==> src/design/gfl_pkg.sv <==
// Shared constants and codes for the grouped free-list block allocator.
package gfl_pkg;

  localparam int NUM_BLOCKS_DEF = 1024;
  localparam int GROUP_SIZE_DEF = 50;
  localparam int MAX_RUN_DEF    = 128;

  localparam logic [1:0] ACT_ALLOC  = 2'd0;
  localparam logic [1:0] ACT_FREE   = 2'd1;
  localparam logic [1:0] ACT_FORMAT = 2'd2;
  localparam logic [1:0] ACT_NOP    = 2'd3;

  localparam logic [1:0] ST_OK      = 2'd0;
  localparam logic [1:0] ST_NOSPACE = 2'd1;
  localparam logic [1:0] ST_REFUSED = 2'd2;

endpackage

==> src/design/gfl_addr_unit.sv <==
// Shared address unit: registered block * GROUP_SIZE + entry index into the link store.
module gfl_addr_unit #(
  parameter int NUM_BLOCKS = gfl_pkg::NUM_BLOCKS_DEF,
  parameter int GROUP_SIZE = gfl_pkg::GROUP_SIZE_DEF
) (
  input  logic                                     clk,
  input  logic [$clog2(NUM_BLOCKS)-1:0]            blk,
  input  logic [$clog2(GROUP_SIZE)-1:0]            idx,
  output logic [$clog2(NUM_BLOCKS*GROUP_SIZE)-1:0] addr
);

  localparam int AW = $clog2(NUM_BLOCKS*GROUP_SIZE);

  always_ff @(posedge clk) begin
    addr <= AW'(blk * GROUP_SIZE) + AW'(idx);
  end

endmodule
==> config.mk <==
export PLATFORM = sky130hd
export DESIGN_NAME = gfl_addr_unit
export DESIGN_NICKNAME = d
export VERILOG_FILES = /design/src/design/gfl_pkg.sv /design/src/design/gfl_addr_unit.sv
export SDC_FILE = /design/constraint.sdc
export NUM_CORES = 1
export LEC_CHECK = 0
export BUFFER_PORTS_ARGS = -buffer_cell sky130_fd_sc_hd__clkbuf_2
export CAP_MARGIN = 5
export CORE_MARGIN = 2
export CORE_UTILIZATION = 33
export DETAILED_ROUTE_END_ITERATION = 8
export HOLD_SLACK_MARGIN = 0.15
export PLACE_DENSITY = 0.62
export SETUP_SLACK_MARGIN = 0.5
export SYNTH_ARGS = -nofsm -noshare
export SYNTH_HDL_FRONTEND = slang
export SYNTH_SLANG_ARGS = --single-unit
==> constraint.sdc <==
create_clock -name clk -period 4.69 [get_ports clk]
set_input_delay 0.7035 -clock clk [delete_from_list [all_inputs] [get_ports clk]]
set_output_delay 0.7035 -clock clk [all_outputs]
set_load 0.02 [all_outputs]
Yosys cells after proc, flatten, opt, wreduce, memory -nomap -nowiden
Cells that the tools add are included.
{"block": "word_totals", "register_bits": 16, "output_inout_bits": 16}
{"block": "op_classes", "addsub": 1, "mul": 1}
{"cell": "$add 16x6->16", "count": 1}
{"cell": "$mul 10x5->15 const B", "count": 1}

Depth between registers and ports, before layout
{"block": "depth", "word_depth": 2, "ltp_mapped": 13}

Worst setup path before layout
Ideal clock, no wire load.
{"block": "synth_path", "path_type": "input to register", "from": "input port blk[4]", "to": "register addr[14]", "path_buffers": 0, "t_required_ns": 4.567, "path_stages": 13, "arrival_ns": 3.450, "setup_time_ns": 0.123, "path_slack_ns": 1.117, "path_cell_list": "ha_1 ha_1 inv_1 fa_1 inv_1 ha_1 a21o_1 a31oi_1 a21boi_2 nand4b_4 nor4_4 nand3_2 xnor2_1"}
{"block": "synth_between", "elab_chain_len": 2}
{"item": "start: declaration", "line_no": "gfl_addr_unit.sv:7", "text": "input logic [$clog2(NUM_BLOCKS)-1:0] blk,"}
{"item": "$mul 10x5->15", "line_no": "gfl_addr_unit.sv:15", "text": "addr <= AW'(blk * GROUP_SIZE) + AW'(idx);"}
{"item": "$add 16x6->16", "line_no": "gfl_addr_unit.sv:15"}
{"item": "end signal: assignment", "line_no": "gfl_addr_unit.sv:15"}
{"item": "end: declaration", "line_no": "gfl_addr_unit.sv:9", "text": "output logic [$clog2(NUM_BLOCKS*GROUP_SIZE)-1:0] addr"}
Every way passes these cells.

Worst setup path after layout
{"block": "layout_path", "from": "input port blk[4]", "to": "register addr[15]"}
The elaborated chain is that of the path after synthesis.

==> run metrics <==
Ys Warns=0; Final Hold Fails=0; status=finished, final reports clean; Largest Register=addr; # hold bufs at CTS=0; Yosys cell types=31; Worst Setup Slack post-DPL=~0.81 ns; Die Wd=72.9 um; WL/cell=about 10 um; routed via count=1109; root buf cell=clkbuf_8; Clock Pin Slew Worst Setup and Hold Paths=around 0.06 ns; post-CTS resize count=0; Commonest cells post-synth=ha_1, inv_1, dfxtp_1, xnor2_1, a21oi_1; Initial Util=33.6%; fin crit share=approximately three quarters; die height=around 73 um; unrepaired setup endpoints after global routing=false; Routed WL=around 2.5 mm; drt drc=0; Mean Syn Cell Area=10.3 um2; initial antenna violation count=0; startpoint class of the critical path=primary input; endpoint type of the worst setup path=register; DP Area=roughly 1800 um2; Ports=33; vias in the first global route=roughly 1100; post-synth top area cell=ha_1; Layout Nets=around 250; worst setup margin=approximately 1.1 ns; Top FF cell, synth=dfxtp_1; Pleak=0.000997 uW; CP Max Fanout=5; Max IR drop VDD=about 0.14 mV; Fin Setup TNS=0 ns; Finished Cell Area=~1800 um2; layout cell share with drive strength beyond 1=24.1%; gr ovfl total=0; Peak Freq=277 MHz; most common cell in the netlist=ha_1; TritonCTS buffer count=3; Tmin final=approximately 3.6 ns; largest net degree at the start of global routing=9; Max transition margin=65.8%; # port buffers=32; power per cell area=~410 nW/um2; overall routing resource usage=between 10% and 20%; clock sinks=16; Filler cells=~480; Multi-input gate area=1150 um2; Final HPWL DP=roughly 2.3 mm; H-tree Lvls=1; Final ANT Viol Nets=0; Iteration-0 DRC Markers=15; largest cells by area after synthesis=ha_1, dfxtp_1, xnor2_1, fa_1, inv_1; die area=around 5300 um2; beginning of the critical path=blk[4]; Core Footprint=around 4700 um2; Hold Crit Class=primary input to register; leading registers by flop count=addr: 16 flops; Post-synth EDFFs=0; Max Slew Vio Count=0; n_diodes=0; global-route wire length before repair=4.36 mm; Synth Register Bits=16; hold_sp=idx[0]; register area share after synthesis=about a fifth; max reg flops=16; crit path kind=primary input to register; worst endpoint required time=roughly 4.8 ns; share of the synthesized area in the top cell type=31.2%; synthesized area=1570 um2; Sequential Area=approximately 320 um2; CTS tree=built; Synth Instances=~150; Synthesized Nets=between 200 and 250; ys async rst share=0%; total setup buffers inserted after CTS=0; Area Overhead vs Synth=17.2%; First-pass DRT Iterations=4; std cell rows=25; worst path arrival time=3.73 ns; vias per inst=4.60; max-cap viol count=0; worst-margin pin slew=a little over 0.5 ns; RD Place Congestion=roughly 0.73; final setup vio count=0; CTS Buffer Depth=2
critical path, cell delays in order:
cell      delay [ns]
clkbuf_2        0.12
ha_1            0.30
ha_1            0.28
inv_1           0.05
fa_1            0.49
inv_1           0.04
ha_1            0.37
a21o_1          0.24
a31oi_1         0.23
a21boi_2        0.12
a221oi_2        0.31
xnor2_1         0.19
nand4_1         0.14
xnor2_1         0.15
layout by cell type, fill, tap and decap left out, types with 2 or more instances in the layout:
cell      instances
and3_1            2
clkbuf_2         32
o21ai_0           3
fa_1              6
xor2_1            6
and2_1            2
dfxtp_1          16
nor2_1            2
nand4_1           2
a21o_1            7
xnor2_1          15
a21oi_1           8
clkbuf_8          3
ha_1             39
nand3_1           3
inv_1            24
per-layer routing:
metal	global-route usage, %	up-vias	share of wire (%)
met1	13.4	492	50
met4	3.70	0	1.4
met2	17.0	17	46
met3	1.38	4	2.0
li1	-	596	-
met5	0	-	0
metrics by stage:
step                hold WS, ns  power [uW]  cells  utilization [%]
floorplan                 0.731         566    152                -
CTS                       0.559         772    241             39.4
global placement          0.806         665    238             38.5
global route              0.553         831    241             39.4
detailed placement        0.814         671    238             38.5
finish                    0.562         760    241             39.4
worst paths after layout:
kind,to,cells past startpoint
worst max-delay path,addr[15]$_DFF_P_,14
worst min-delay path,addr[0]$_DFF_P_,1
area by class of cell:
| type | instances | share of cell area, % |
|---|---|---|
| tap | 54 | 3.68 |
| multi-input combinational | 112 | 63.0 |
| sequential | 16 | 17.5 |
| timing repair buffer | 32 | 8.73 |
| inverter | 24 | 4.91 |
| clock buffer | 3 | 2.25 |
power by group:
| part | switching [uW] | internal [uW] | leakage [uW] | total, uW |
|---|---|---|---|---|
| registers | 11.1 | 189 | 0.000135 | 200 |
| logic | 271 | 192 | 0.000841 | 463 |
| clock network | 40.6 | 56.7 | 0.0000216 | 97.3 |
kinds of logic after synthesis:
group	share of synthesized area, %
buffers and inverters	5.76
flip-flops	20.5
XOR/XNOR	12.8
AO/OA/AOI/OAI	12.8
adder cells (fa/ha/maj)	38.8
AND/OR/NAND/NOR	9.35
(Power assumes the default switching activity.)
